### src/hw/rtl/kls_pkg.sv
// Shared types and constants for the k-th largest stream selector.
package kls_pkg;

	localparam int DATA_W    = 32;
	localparam int RANK_W    = 5;
	localparam int MAX_K_DEF = 16;

	typedef enum logic [2:0] {
		ST_IDLE,
		ST_SCAN,
		ST_PLACE,
		ST_FIN,
		ST_RESULT
	} state_t;

endpackage

### src/hw/rtl/kls_ram.sv
// Generic simple dual-port RAM: one write port, one registered read port.
module kls_ram #(
	parameter int WIDTH = kls_pkg::DATA_W,
	parameter int DEPTH = kls_pkg::MAX_K_DEF,
	localparam int AW   = (DEPTH > 1) ? $clog2(DEPTH) : 1
) (
	input  logic             clk,
	input  logic             we,
	input  logic [AW-1:0]    waddr,
	input  logic [WIDTH-1:0] wdata,
	input  logic [AW-1:0]    raddr,
	output logic [WIDTH-1:0] rdata
);

	logic [WIDTH-1:0] mem [DEPTH];

	always_ff @(posedge clk) begin
		if (we) begin
			mem[waddr] <= wdata;
		end
		rdata <= mem[raddr];
	end

endmodule

### src/hw/rtl/kth_largest_stream_select.sv
// Top level: streaming k-th largest selector over a sorted value RAM.
// Per item: accept, one RAM read-and-shift per kept entry smaller than the new value,
// then the value drops into the hole (PLACE at top); an empty store writes it on accept.
// A last item then passes FIN and RESULT (result read) before its result is offered.
// Throughput: one item at a time; the insertion walk over the RAM sets the rate.
// Reset (arst_n low): empty store, rank 1, no result pending; RAM is not cleared.
module kth_largest_stream_select #(
	parameter int MAX_K = kls_pkg::MAX_K_DEF
) (
	input  logic                              clk,
	input  logic                              arst_n,
	// configuration: rank to report
	input  logic                              cfg_valid,
	output logic                              cfg_ready,
	input  logic [kls_pkg::RANK_W-1:0]        rank_k,
	// input items
	input  logic                              in_valid,
	output logic                              in_ready,
	input  logic signed [kls_pkg::DATA_W-1:0] value,
	input  logic                              last,
	// results
	output logic                              out_valid,
	input  logic                              out_ready,
	output logic signed [kls_pkg::DATA_W-1:0] kth_value,
	output logic                              short_set
);

	// count width holds 0..MAX_K; address width indexes 0..MAX_K-1
	localparam int CW = $clog2(MAX_K + 1);
	localparam int AW = (MAX_K > 1) ? $clog2(MAX_K) : 1;
	localparam int EW = (CW > kls_pkg::RANK_W) ? CW : kls_pkg::RANK_W;

	// The RAM holds the kept values sorted largest first in entries 0..cnt-1.
	// Insertion walks a hole up from the bottom: each entry smaller than the new
	// value moves down one slot, then the value drops into the hole. Entries at
	// or beyond k are never written, so dropping the smallest is free.
	kls_pkg::state_t state_q, state_d;

	logic [kls_pkg::RANK_W-1:0]        rank_q;
	logic [CW-1:0]                     cnt_q, cnt_d;
	logic [CW-1:0]                     k_q;
	logic [CW-1:0]                     h_q, h_d;
	logic signed [kls_pkg::DATA_W-1:0] val_q;
	logic                              last_q;
	logic                              short_q;

	logic                              out_valid_q;
	logic signed [kls_pkg::DATA_W-1:0] kth_q;
	logic                              short_out_q;

	logic [EW-1:0]                     rank_ext;
	logic [CW-1:0]                     keff;
	logic [CW-1:0]                     cnt_new;
	logic [CW-1:0]                     h0;

	logic                              ram_we;
	logic [CW-1:0]                     wr_idx;
	logic [CW-1:0]                     rd_idx;
	logic [kls_pkg::DATA_W-1:0]        ram_wdata;
	logic [kls_pkg::DATA_W-1:0]        ram_rdata;
	logic                              load_out;
	logic                              accept;

	// rank 0 acts as 1, ranks above the store saturate
	always_comb begin
		rank_ext = EW'(rank_q);
		if (rank_ext == '0) begin
			keff = CW'(1);
		end else if (rank_ext > EW'(MAX_K)) begin
			keff = CW'(MAX_K);
		end else begin
			keff = CW'(rank_ext);
		end
	end

	// store grows until k; once at k the walk starts at slot k (discarded)
	assign cnt_new = (cnt_q < keff) ? (cnt_q + CW'(1)) : keff;
	assign h0      = (cnt_q < keff) ? cnt_q : keff;
	assign accept  = in_valid && in_ready;

	always_comb begin
		state_d   = state_q;
		h_d       = h_q;
		cnt_d     = cnt_q;
		ram_we    = 1'b0;
		wr_idx    = h_q;
		ram_wdata = val_q;
		rd_idx    = h_q - CW'(1);
		load_out  = 1'b0;
		in_ready  = 1'b0;
		unique case (state_q)
			kls_pkg::ST_IDLE: begin
				in_ready = 1'b1;
				if (in_valid) begin
					cnt_d = cnt_new;
					h_d   = h0;
					if (h0 == '0) begin
						// empty store: value goes straight to the top
						ram_we    = 1'b1;
						wr_idx    = '0;
						ram_wdata = value;
						state_d   = last ? kls_pkg::ST_FIN : kls_pkg::ST_IDLE;
					end else begin
						rd_idx  = h0 - CW'(1);
						state_d = kls_pkg::ST_SCAN;
					end
				end
			end
			kls_pkg::ST_SCAN: begin
				// ram_rdata is entry h_q-1
				ram_we = (h_q < k_q);
				wr_idx = h_q;
				if ($signed(ram_rdata) < val_q) begin
					ram_wdata = ram_rdata;
					h_d       = h_q - CW'(1);
					if (h_q == CW'(1)) begin
						state_d = kls_pkg::ST_PLACE;
					end else begin
						rd_idx = h_q - CW'(2);
					end
				end else begin
					ram_wdata = val_q;
					state_d   = last_q ? kls_pkg::ST_FIN : kls_pkg::ST_IDLE;
				end
			end
			kls_pkg::ST_PLACE: begin
				ram_we    = 1'b1;
				ram_wdata = val_q;
				state_d   = last_q ? kls_pkg::ST_FIN : kls_pkg::ST_IDLE;
			end
			kls_pkg::ST_FIN: begin
				// smallest kept value sits at the bottom of the sorted store
				rd_idx  = cnt_q - CW'(1);
				state_d = kls_pkg::ST_RESULT;
			end
			kls_pkg::ST_RESULT: begin
				rd_idx = cnt_q - CW'(1);
				if (!out_valid_q || out_ready) begin
					load_out = 1'b1;
					cnt_d    = '0;
					state_d  = kls_pkg::ST_IDLE;
				end
			end
			default: begin
				state_d = kls_pkg::ST_IDLE;
			end
		endcase
	end

	kls_ram #(
		.WIDTH (kls_pkg::DATA_W),
		.DEPTH (MAX_K)
	) u_store (
		.clk   (clk),
		.we    (ram_we),
		.waddr (wr_idx[AW-1:0]),
		.wdata (ram_wdata),
		.raddr (rd_idx[AW-1:0]),
		.rdata (ram_rdata)
	);

	always_ff @(posedge clk or negedge arst_n) begin
		if (!arst_n) begin
			state_q     <= kls_pkg::ST_IDLE;
			rank_q      <= kls_pkg::RANK_W'(1);
			cnt_q       <= '0;
			k_q         <= CW'(1);
			h_q         <= '0;
			last_q      <= 1'b0;
			short_q     <= 1'b0;
			out_valid_q <= 1'b0;
		end else begin
			state_q <= state_d;
			cnt_q   <= cnt_d;
			h_q     <= h_d;
			if (cfg_valid && cfg_ready) begin
				rank_q <= rank_k;
			end
			if (accept) begin
				k_q     <= keff;
				last_q  <= last;
				short_q <= (cnt_new < keff);
			end
			if (load_out) begin
				out_valid_q <= 1'b1;
			end else if (out_ready) begin
				out_valid_q <= 1'b0;
			end
		end
	end

	// payload registers
	always_ff @(posedge clk) begin
		if (accept) begin
			val_q <= value;
		end
		if (load_out) begin
			kth_q       <= $signed(ram_rdata);
			short_out_q <= short_q;
		end
	end

	assign cfg_ready = 1'b1;
	assign out_valid = out_valid_q;
	assign kth_value = kth_q;
	assign short_set = short_out_q;

	// writes never land at or beyond the rank in force
	a_wr_in_rank: assert property (@(posedge clk) disable iff (!arst_n)
		ram_we |-> (wr_idx < k_q))
		else $error("store write beyond rank");

	// a delivered result empties the store for the next set
	a_clear_after_result: assert property (@(posedge clk) disable iff (!arst_n)
		load_out |=> (cnt_q == '0))
		else $error("count not cleared after result");

	// while an item is in flight the count respects the rank
	a_cnt_le_k: assert property (@(posedge clk) disable iff (!arst_n)
		(state_q != kls_pkg::ST_IDLE) |-> ((cnt_q <= k_q) && (k_q != '0)))
		else $error("kept count exceeds rank");

	// a result is only loaded when the output slot is free or draining
	a_no_overwrite: assert property (@(posedge clk) disable iff (!arst_n)
		(load_out && out_valid_q) |-> out_ready)
		else $error("pending result overwritten");

endmodule
### config.mk
export PLATFORM = sky130hd
export DESIGN_NAME = kth_largest_stream_select
export DESIGN_NICKNAME = d
export VERILOG_FILES = /design/src/hw/rtl/kls_pkg.sv /design/src/hw/rtl/kls_ram.sv /design/src/hw/rtl/kth_largest_stream_select.sv
export SDC_FILE = /design/constraint.sdc
export NUM_CORES = 1
export LEC_CHECK = 0
export BUFFER_PORTS_ARGS = -buffer_cell sky130_fd_sc_hd__buf_4
export CORE_MARGIN = 2
export CORE_UTILIZATION = 45
export DETAILED_ROUTE_END_ITERATION = 8
export PLACE_DENSITY = 0.62
export SYNTH_ARGS = -nofsm -noshare
export SYNTH_HDL_FRONTEND = slang
export SYNTH_HIERARCHICAL = 1
export SYNTH_SLANG_ARGS = --single-unit
### constraint.sdc
create_clock -name clk -period 19.1 [get_ports clk]
set_input_delay 0.955 -clock clk [delete_from_list [all_inputs] [get_ports clk]]
set_output_delay 0.955 -clock clk [all_outputs]
set_load 0.01 [all_outputs]
# Yosys cells after proc, flatten, opt, wreduce, memory -nomap -nowiden
# Memories as Yosys holds them, arrays and structs flattened. A register that Yosys moved wholly into a read port is not among the register bits.
# Index checks and enable logic that the tools add are counted.
# word_totals
ram_bits	512
regBits	91
inputBits	43
n_memories	1
out_inout_bits	36
wordCells	84
# op_classes
reduce_logical	13
add_sub_neg	5
n_lt_le_gt_ge	5
mux	40
eq_ne	9
# mem_list
name	depth	width	rd	rd_ports_with_merged_regs	write_ports	line_no	rtl
u_store.mem	16	32	1	1	1	kls_ram.sv:15	logic [WIDTH-1:0] mem [DEPTH];
# op_table
op	count
two-way mux 32 bit	3
case mux 32 bit (2 select lines)	1
two-way mux 5 bit	8
< comparator 32 bit	1
two-way mux 4 bit	7
case mux 5 bit (2 select lines)	2
< comparator 5 bit	3
case mux 3 bit (5 select lines)	1
two-way mux 3 bit	4
case mux 4 bit (3 select lines)	1
zero test 5 bit	2
two-way mux 1 bit	9
AND reduction 3 bit	3
subtractor 4 x 1 -> 4 bit, second input constant	2
equality test 3 x 2 -> 1 bit, second input constant	2
two-way mux 2 bit	3
inequality test 2 bit, second input constant	3
nonzero test 2 bit	3
adder 5 x 1 -> 5 bit, second input constant	1
equality test 5 x 1 -> 1 bit, second input constant	1
greater-than comparator 5 bit, second input constant	1
subtractor 5 x 1 -> 5 bit, second input constant	1
subtractor 4 x 2 -> 4 bit, second input constant	1
equality test 3 x 1 -> 1 bit, second input constant	1
8 further kinds	8

# Logic depth before layout (Yosys ltp)
# Gate-level depths: netlist of the first run.
# logic_depth
word_depth	11
ltp_mapped	20
ltp_nobuf	18

# Modules after synthesis
# Netlist of the first run, hierarchy kept.
# modules_own_cells
module	area_per_inst_um2	instances	seq_area_each_um2	cells_per_inst
kls_ram	19835.3	1	16015.4	838
kth_largest_stream_select	5644.2	1	2605.0	523

# Worst setup path after synthesis of the first run
# Ideal clock, no wire load.
# synth_timing
path_type	register -> register
startpoint	register rank_q, in the netlist rank_ext[4]
endpoint	memory u_store/mem[0][0] (netlist name) (enable)
n_path_buf	1
path_stages_with_launch	17
arrival_time_ps	5905
setup_ps	461
setup_slack_ps	12734
t_required_ps	18639
synth_period_minus_slack_ps	6366
cell_sequence	dfrtp_1 clkinv_1 nand2_1 ha_1 o2111a_1 a21oi_4 nor2_1 a21oi_1 ha_1 nor4b_1 mux2i_1 nor2_2 buf_4 a311oi_1 nor3b_1 or3b_2 nor3_1
# synth_between
elab_chain_len	11
elab_cells_between_ends	15
cone_classes	order compare: 2; mux: 11; reduce/logical: 2
# synth_rtl
item	line_no	rtl
start, declared	kth_largest_stream_select.sv:39	logic [kls_pkg::RANK_W-1:0] rank_q;
start signal, assigned	kth_largest_stream_select.sv:165	rank_q <= kls_pkg::RANK_W'(1);
start signal, assigned	kth_largest_stream_select.sv:177	rank_q <= rank_k;
greater-than comparator 5 bit	kth_largest_stream_select.sv:69	end else if (rank_ext > EW'(MAX_K)) begin
two-way mux 5 bit	kth_largest_stream_select.sv:69	
two-way mux 5 bit *	kth_largest_stream_select.sv:67	if (rank_ext == '0) begin
< comparator 5 bit	kth_largest_stream_select.sv:78	assign h0 = (cnt_q < keff) ? cnt_q : keff;
two-way mux 5 bit *	kth_largest_stream_select.sv:78	
zero test 5 bit *	kth_largest_stream_select.sv:97	if (h0 == '0) begin
two-way mux 1 bit *	kth_largest_stream_select.sv:97	
two-way mux 1 bit *	kth_largest_stream_select.sv:94	if (in_valid) begin
case mux 1 bit (3 select lines) *	kth_largest_stream_select.sv:91	unique case (state_q)
via ram_we	kth_largest_stream_select.sv:56	logic ram_we;
two-way mux 1 bit *	kls_ram.sv:18	if (we) begin
two-way mux 1 bit (implied by the code) *	kls_ram.sv:19	mem[waddr] <= wdata;
end, declared	kls_ram.sv:15	
# Mark *: on every way through the listed nets, which the timed path passes. The rest lies on a longest branch.

# Final worst setup path of the first run
# layout_timing
startpoint	register rank_q, in the netlist rank_ext[4]
endpoint	register u_store.rdata[16] (read register of u_store.mem)
# layout_between
elab_chain_len	9
elab_cells_between_ends	11
cone_classes	add/sub: 1; order compare: 2; mux: 6; reduce/logical: 2
# layout_rtl
item	line_no	rtl
greater-than comparator 5 bit	kth_largest_stream_select.sv:69	
two-way mux 5 bit	kth_largest_stream_select.sv:69	
two-way mux 5 bit *	kth_largest_stream_select.sv:67	
< comparator 5 bit	kth_largest_stream_select.sv:78	
two-way mux 5 bit *	kth_largest_stream_select.sv:78	
subtractor 4 x 1 -> 4 bit / zero test 5 bit (equally long branches)	kth_largest_stream_select.sv:104, kth_largest_stream_select.sv:97	
two-way mux 4 bit *	kth_largest_stream_select.sv:97	
two-way mux 4 bit *	kth_largest_stream_select.sv:94	
case mux 4 bit (3 select lines) *	kth_largest_stream_select.sv:91	
via rd_idx[0]	kth_largest_stream_select.sv:58	logic [CW-1:0] rd_idx;
end, declared	kls_ram.sv:12	output logic [WIDTH-1:0] rdata
# Marks and branches as above.
# A chain may end at the register's enable or synchronous reset.

==> summary.txt, run 1 <==
STA
  • Setup_tns: 0 ns
  • Slew margin rel.: 0.0735
  • Tmin final: 6.69 ns
  • RSZ-0062 raised after global routing: false
  • Worst-Margin Slew: 1.39 ns
  • Fin Hold WS: 0.267 ns
  • Fin worst setup slack: 12.41 ns
  • Final Hold Fails: 0
  • Fmax: 0.149 GHz
  • Setup violators final: 0
  • Max-slew violations: 0
  • Worst Skew: 0.0173 ns
  • Fin crit share: 0.350

Synthesis
  • Seq cells post-synth: 635
  • Ys flop type: edfxtp_1
  • Synth top area cells: edfxtp_1 (68%), mux4_2 (11%), dfxtp_1 (2.5%)
  • Asr flop ratio synth: 0.0409
  • Most common cell in the synthesized netlist: edfxtp_1
  • Post-synth EDFFs: 577
  • Synthesized instance count: 1361
  • Synth cell count leaders: edfxtp_1 (577), mux4_2 (128), nand2_1 (74)
  • Register area share after synthesis: 0.731
  • Synth Net Count: 1455
  • Distinct cells, synth: 79
  • Synth warnings: 6
  • Syn avg cell area: 18.7 sq um
  • Top cell type's share of synthesized area: 0.680
  • Cell Area, Synth: 25500 sq um
  • Yosys top cell by area: edfxtp_1

Detailed routing
  • Initial drt markers: 1077
  • Metal3 WL: 2990 um
  • Total number of vias: 13300
  • Post-DRT Antenna Nets: 0
  • Top routing layer in use: met4
  • Wl on met1: 25600 um
  • Total Routed Length: 58900 um
  • Total iterations of the first detailed-routing run: 5
  • Via-per-instance ratio: 5.85
  • Detailed-route wire length per cell: 25.9 um
  • DRC viols: 0
  • Wire length on met2: 28800 um

CTS
  • CTS resizes: 0
  • Clk slew on worst S/H paths: 0.06 ns
  • CTS tree: done
  • CTS buffer count: 67
  • H-tree depth: 3
  • Clk sink count: 635
  • Hold_buf cts: 0
  • Clock Path Buffers: 3
  • Worst-Skew Late Latency: 0.60 ns
  • Clock Tree Root: clkbuf_16
  • Postcts setup bufs: 0

GRT
  • GRT overflow: 0
  • Number of global-route vias before repair: 13700
  • Global-route wire length before repair: 88300 um
  • Aggregate global-route resource usage: 0.203
  • Largest net degree at the start of global routing: 60
  • Initial antenna violation count: 1

Worst setup path
  • Worst Setup Start Kind: flop
  • Kind of critical path: flop to flop
  • Arr. time, crit path: 7.16 ns
  • CP Data Required Time: 19.57 ns
  • CP Capture Type: flop
  • Maximum fanout along the worst path: 49

Outcome
  • Run status: complete, no violations

Floorplanning
  • Core area: 56200 sq um
  • Row cnt: 87
  • Die Height: 242 um
  • Initial Util: 0.454
  • Ports: 79
  • Total die area: 58500 sq um
  • Die Wd: 242 um

Finish
  • Antenna diode count: 0
  • Finished Layout Cells: 2276
  • Layout area overhead: 14.8%
  • Fraction of layout cells with a size suffix above 1: 0.251
  • Final Net Count: 1560

Place
  • DP HPWL: 34300 um
  • Placed insts: 2153
  • Global placement routability congestion: 0.825
  • IO buf count: 77
  • Place WS: 12.37 ns

Job
  • MaxCap Viol Count: 0

Min path
  • Hold crit path type: input port to asynchronous set/reset pin
-- cell type report --
type / instances / area, sq um
multi-input cells: 608 / 6500
repair buffers: 103 / 773
clock buffers: 85 / 1780
fillers: 4543 / 26900
inverters: 51 / 191
flip-flops and latches: 635 / 18600
well taps: 756 / 946
clock inverters: 38 / 443
-- flip-flops by register name, indices dropped and copies added, names as in the netlist --
signal and count:
out_valid 1, kth_value 32, k_q 5, short_q 1
h_q 5, u_store/mem 512, cnt_q 5, state_q 3
short_set 1, last_q 1, rank_ext 5, val_q 32
u_store/rdata 32
-- metal layers --
metal,vias up,track usage
met2,396,0.331
li1,5773,-
met4,0,0.0692
met5,-,0
met1,7074,0.280
met3,74,0.0317
-- through the flow --
step | instance area, sq um | util
2_1_floorplan | 25500 | -
3_3_place_gp | 27000 | 0.481
3_5_place_dp | 27000 | 0.481
4_1_cts | 29300 | 0.521
5_1_grt | 29300 | 0.521
6_report | 29300 | 0.521
-- placed cells by master, fill, tap and decap left out, drive strengths merged, types with 3 or more instances in the layout --
cell	instances
edfxtp	577
mux4	128
buf	103
clkbuf	85
nand2	74
a22oi	65
inv	56
ha	51
and3	37
a21oi	36
nor2	36
a221o	33
dfxtp	32
dfrtp	24
o21ai	23
clkinv	22
nor3	16
bufinv	9
nand3	8
mux2	8
a211oi	8
a21o	6
a22o	6
xnor2	5
nor2b	5
nand2b	4
nor4b	3
nand4	3
a21boi	3
and2	3
a221oi	3
mux2i	3
a2111oi	3
-- worst paths after layout --
check	from	to	slack [ns]	cells past startpoint
max in group asynchronous	arst_n	k_q[0]$_DFFE_PN1P_	18.52	1
min in group clk	u_store/rdata[26]$_DFF_P_	kth_value[26]$_DFFE_PP_	0.48	0
max	rank_ext[4]$_DFFE_PN0P_	u_store/rdata[16]$_DFF_P_	12.41	19
max reg2reg	rank_ext[4]$_DFFE_PN0P_	u_store/rdata[16]$_DFF_P_	12.41	19
min reg2reg	u_store/rdata[26]$_DFF_P_	kth_value[26]$_DFFE_PP_	0.48	0
min	arst_n	rank_ext[1]$_DFFE_PN0P_	0.27	1
-- cells by family (layout without fill, tap and decap cells) --
family | count (synthesis) | in the layout | share of synthesized area
AOI/OAI and AO/OA | 209 | 209 | 0.0631
xor gates and xnor gates | 7 | 7 | 0.00241
adders and majority gates | 51 | 51 | 0.0250
buffers and inverters | 118 | 277 | 0.0213
DFF | 635 | 635 | 0.731
muxes | 139 | 139 | 0.119
other | 1 | 1 | 0.000147
and+or+nand+nor | 201 | 201 | 0.0386
-- critical path: stages (launching register included) --
cell and delay [ns]:
dfrtp_1 0.42, clkinv_1 0.23, nand2_1 0.24, ha_1 0.27, o2111a_1 0.30, a21oi_4 0.43, nor2_1 0.13, a21oi_1 0.25
ha_1 0.21, nor4b_1 0.37, mux2i_1 0.34, a211oi_1 0.31, a311o_1 0.22, o21ai_0 0.16, a2bb2oi_4 0.17, buf_4 0.56
buf_4 0.84, mux4_2 0.60, a22oi_1 0.31, nand2_1 0.10
Power of run 1 is not shown: default switching activity piles up to over one toggle a cycle in this logic, so the estimate is an artifact.
==> run 2, diff against run 1 <==
--- a/config.mk
+++ b/config.mk
@@ -5,6 +5,7 @@
 export SDC_FILE = /design/constraint.sdc
 export NUM_CORES = 1
 export LEC_CHECK = 0
+export ABC_AREA = 1
 export BUFFER_PORTS_ARGS = -buffer_cell sky130_fd_sc_hd__buf_4
 export CORE_MARGIN = 2
 export CORE_UTILIZATION = 45
==> constraint.sdc (replaced) <==
create_clock -name clk -period 6.45 [get_ports clk]
set_input_delay 0.3225 -clock clk [delete_from_list [all_inputs] [get_ports clk]]
set_output_delay 0.3225 -clock clk [all_outputs]
set_load 0.01 [all_outputs]
==> summary.txt, run 2 <==
Outcome
  • Run status: complete, no violations (unchanged)

Finish
  • Fraction of layout cells with a size suffix above 1: 0.0935 (was 0.251)
  • Layout area overhead: 13.8% (was 14.8%)
  • Antenna diode count: 0 (unchanged)
  • Final Net Count: 3056 (was 1560)
  • Leading cell type in the layout, fill and taps excluded: nand2_1 (was edfxtp_1)
  • Largest register FFs: 512 (unchanged)
  • Most frequent cells in the layout: nand2_1 (863), edfxtp_1 (577), inv_1 (504) (was edfxtp_1 (577), mux4_2 (128), buf_4 (103))
  • Largest Register: u_store/mem (unchanged)

Worst setup path
  • CP max stage delay: 0.66 ns (was 0.84 ns)
  • CP Capture Type: flop (unchanged)
  • Flop-to-flop setup slack: 1.10 ns (was 12.41 ns)
  • CP Data Required Time: 6.95 ns (was 19.57 ns)
  • Arr. time, crit path: 5.85 ns (was 7.16 ns)
  • Kind of critical path: flop to flop (unchanged)
  • Cell mode on critical path: nand2_1
  • Worst Setup Start Kind: flop (unchanged)
  • Worst R2R Path Depth: 22 (was 19)
  • Crit-path cells: nor2_1 > inv_1 > ha_1 > a21oi_1 > o21a_2 > nand2_4 > o21ai_0 > ha_1 > inv_1 > nor2_2 > nand2_4 > nand2_1 > nand2_1 > nand2_1 > nor2_1 > nor2_1 > nand3_4 > inv_2 > buf_4 > nand3_1 > nand3_1 > nand2_1 (was clkinv_1 > nand2_1 > ha_1 > o2111a_1 > a21oi_4 > nor2_1 > a21oi_1 > ha_1 > nor4b_1 > mux2i_1 > a211oi_1 > a311o_1 > o21ai_0 > a2bb2oi_4 > buf_4 > buf_4 > mux4_2 > a22oi_1 > nand2_1)
  • Maximum fanout along the worst path: 42 (was 49)
  • Worst path slowest cell: buf_4 (unchanged)

Place
  • IO buf count: 77 (unchanged)
  • DP HPWL: 42100 um (was 34300 um)
  • Global placement routability congestion: 0.861 (was 0.825)

Synthesis
  • Post-synth EDFFs: 577 (unchanged)
  • Synth top area cells: edfxtp_1 (60%), nand2_1 (11%), nand3_1 (7.8%) (was edfxtp_1 (68%), mux4_2 (11%), dfxtp_1 (2.5%))
  • Synthesized instance count: 2857 (was 1361)
  • Seq cells post-synth: 635 (unchanged)
  • Register area share after synthesis: 0.647 (was 0.731)
  • Top cell type's share of synthesized area: 0.602 (was 0.680)
  • Yosys top cell by area: edfxtp_1 (unchanged)
  • Cell Area, Synth: 28800 sq um (was 25500 sq um)
  • Synth warnings: 6 (unchanged)
  • Asr flop ratio synth: 0.0409 (unchanged)
  • Synth cell count leaders: nand2_1 (863), edfxtp_1 (577), inv_1 (505) (was edfxtp_1 (577), mux4_2 (128), nand2_1 (74))
  • Distinct cells, synth: 43 (was 79)
  • Ys flop type: edfxtp_1 (unchanged)
  • Synth Net Count: 2951 (was 1455)
  • Syn avg cell area: 10.1 sq um (was 18.7 sq um)
  • Most common cell in the synthesized netlist: nand2_1 (was edfxtp_1)

CTS
  • CTS resizes: 0 (unchanged)
  • H-tree depth: 3 (unchanged)
  • Clock Path Buffers: 3 (unchanged)
  • Postcts setup bufs: 0 (unchanged)
  • Clock Tree Root: clkbuf_16 (unchanged)
  • Clk sink count: 635 (unchanged)
  • CTS buffer count: 67 (unchanged)
  • Worst-Skew Late Latency: 0.61 ns (was 0.60 ns)
  • CTS tree: done (unchanged)
  • Clk slew on worst S/H paths: 0.06 ns (about the same)
  • Hold_buf cts: 48 (was 0)

Detailed routing
  • Detailed-route wire length per cell: 19.7 um (was 25.9 um)
  • Total number of vias: 20100 (was 13300)
  • Total Routed Length: 75900 um (was 58900 um)
  • Post-DRT Antenna Nets: 0 (unchanged)
  • Initial drt markers: 2135 (was 1077)
  • Via-per-instance ratio: 5.20 (was 5.85)
  • Total iterations of the first detailed-routing run: 6 (was 5)
  • DRC viols: 0 (unchanged)

STA
  • RSZ-0062 raised after global routing: false (unchanged)
  • Setup violators final: 0 (unchanged)
  • Fmax: 0.187 GHz (was 0.149 GHz)
  • Fin crit share: 0.829 (was 0.350)
  • Final Hold Fails: 0 (unchanged)
  • Slew margin rel.: 0.204 (was 0.0735)
  • Max-slew violations: 0 (unchanged)
  • Tmin final: 5.35 ns (was 6.69 ns)
  • Setup_tns: 0 ns (unchanged)
  • Worst-Margin Slew: 1.19 ns (was 1.39 ns)
  • Worst Skew: 0.0204 ns (was 0.0173 ns)

Floorplanning
  • Row cnt: 92 (was 87)
  • Total die area: 66000 sq um (was 58500 sq um)
  • Core area: 63200 sq um (was 56200 sq um)
  • Die Height: 257 um (was 242 um)
  • Die Wd: 257 um (was 242 um)
  • Ports: 79 (unchanged)
  • Initial Util: 0.456 (was 0.454)

Min path
  • Hold depth: 2
  • Hold crit path type: input port to flop (was input port to asynchronous set/reset pin)

GRT
  • Aggregate global-route resource usage: 0.231 (was 0.203)
  • Global-route wire length before repair: 116000 um (was 88300 um)
  • GRT overflow: 0 (unchanged)
  • Number of global-route vias before repair: 19300 (was 13700)
  • Largest net degree at the start of global routing: 193 (was 60)
  • Initial antenna violation count: 0 (was 1)

Job
  • MaxCap Viol Count: 0 (unchanged)
-- run 2: cell types whose count changed in the layout (fill, tap and decap cells not counted), sizes merged, moves of 15 or more --
| cell | change |
|---|---|
| nor3 | -15 |
| a21oi | +19 |
| mux4 | -128 |
| o21ai | +46 |
| a22oi | -65 |
| nor2 | +20 |
| and3 | -37 |
| nand2 | +797 |
| a221o | -33 |
| dlygate4sd3 | +48 |
| nand3 | +444 |
| inv | +459 |
-- run 2: per-layer routing --
metal,up-vias,share of wire,track usage
met4,0,0.030,0.0745
met1,9723,0.42,0.314
li1,9491,-,-
met5,-,0,0
met3,134,0.070,0.0351
met2,728,0.48,0.381
-- run 2: area by class of cell --
cell class | instances | area, sq um
clock buffers | 85 | 1790
repair buffers | 163 | 1430
well taps | 846 | 1060
clock inverters | 37 | 368
multi-input cells | 1584 | 7560
flip-flops and latches | 635 | 18600
inverters | 511 | 1930
fillers | 5526 | 30400
-- run 2: cell families after synthesis --
kind of cell,synth area share
muxes,0.000391
DFF,0.647
adders and majority gates,0.0222
xor gates and xnor gates,0.00304
other,0.000130
and+or+nand+nor,0.204
AOI/OAI and AO/OA,0.0275
buffers and inverters,0.0964
-- run 2: worst max-delay path: cells and delay by family, from the launching register on --
kind,cells,cell delay (ns)
buf+inv,4,1.46
simple gates,13,1.88
compound gates,3,0.87
fa+ha+maj,2,0.56
flops,1,0.44
-- run 2: final timing paths --
path	endpoint	from
max reg2reg	u_store/rdata[30]$_DFF_P_	rank_ext[4]$_DFFE_PN0P_
min in group asynchronous	state_q[2]$_DFFE_PN0P_	arst_n
min reg2reg	short_set$_DFFE_PP_	short_q$_DFFE_PN0P_
min	rank_ext[1]$_DFFE_PN0P_	cfg_valid
max in group asynchronous	k_q[0]$_DFFE_PN1P_	arst_n
max	u_store/rdata[30]$_DFF_P_	rank_ext[4]$_DFFE_PN0P_
-- run 2: through the flow --
step | instance area, sq um | hold slack, ns | cells | worst slack [ns] | utilization
after floorplan | 28800 | 0.0269 | 2857 | 1.58 | -
after global placement | 30100 | 0.256 | 3691 | 1.37 | 0.477
after detailed placement | 30100 | 0.261 | 3691 | 1.21 | 0.477
after CTS | 32800 | 0.00514 | 3861 | 1.20 | 0.518
after global routing | 32800 | 0.0305 | 3861 | 0.608 | 0.518
final | 32800 | 0.0354 | 3861 | 1.10 | 0.518
Power of run 2 is left out for the same reason.
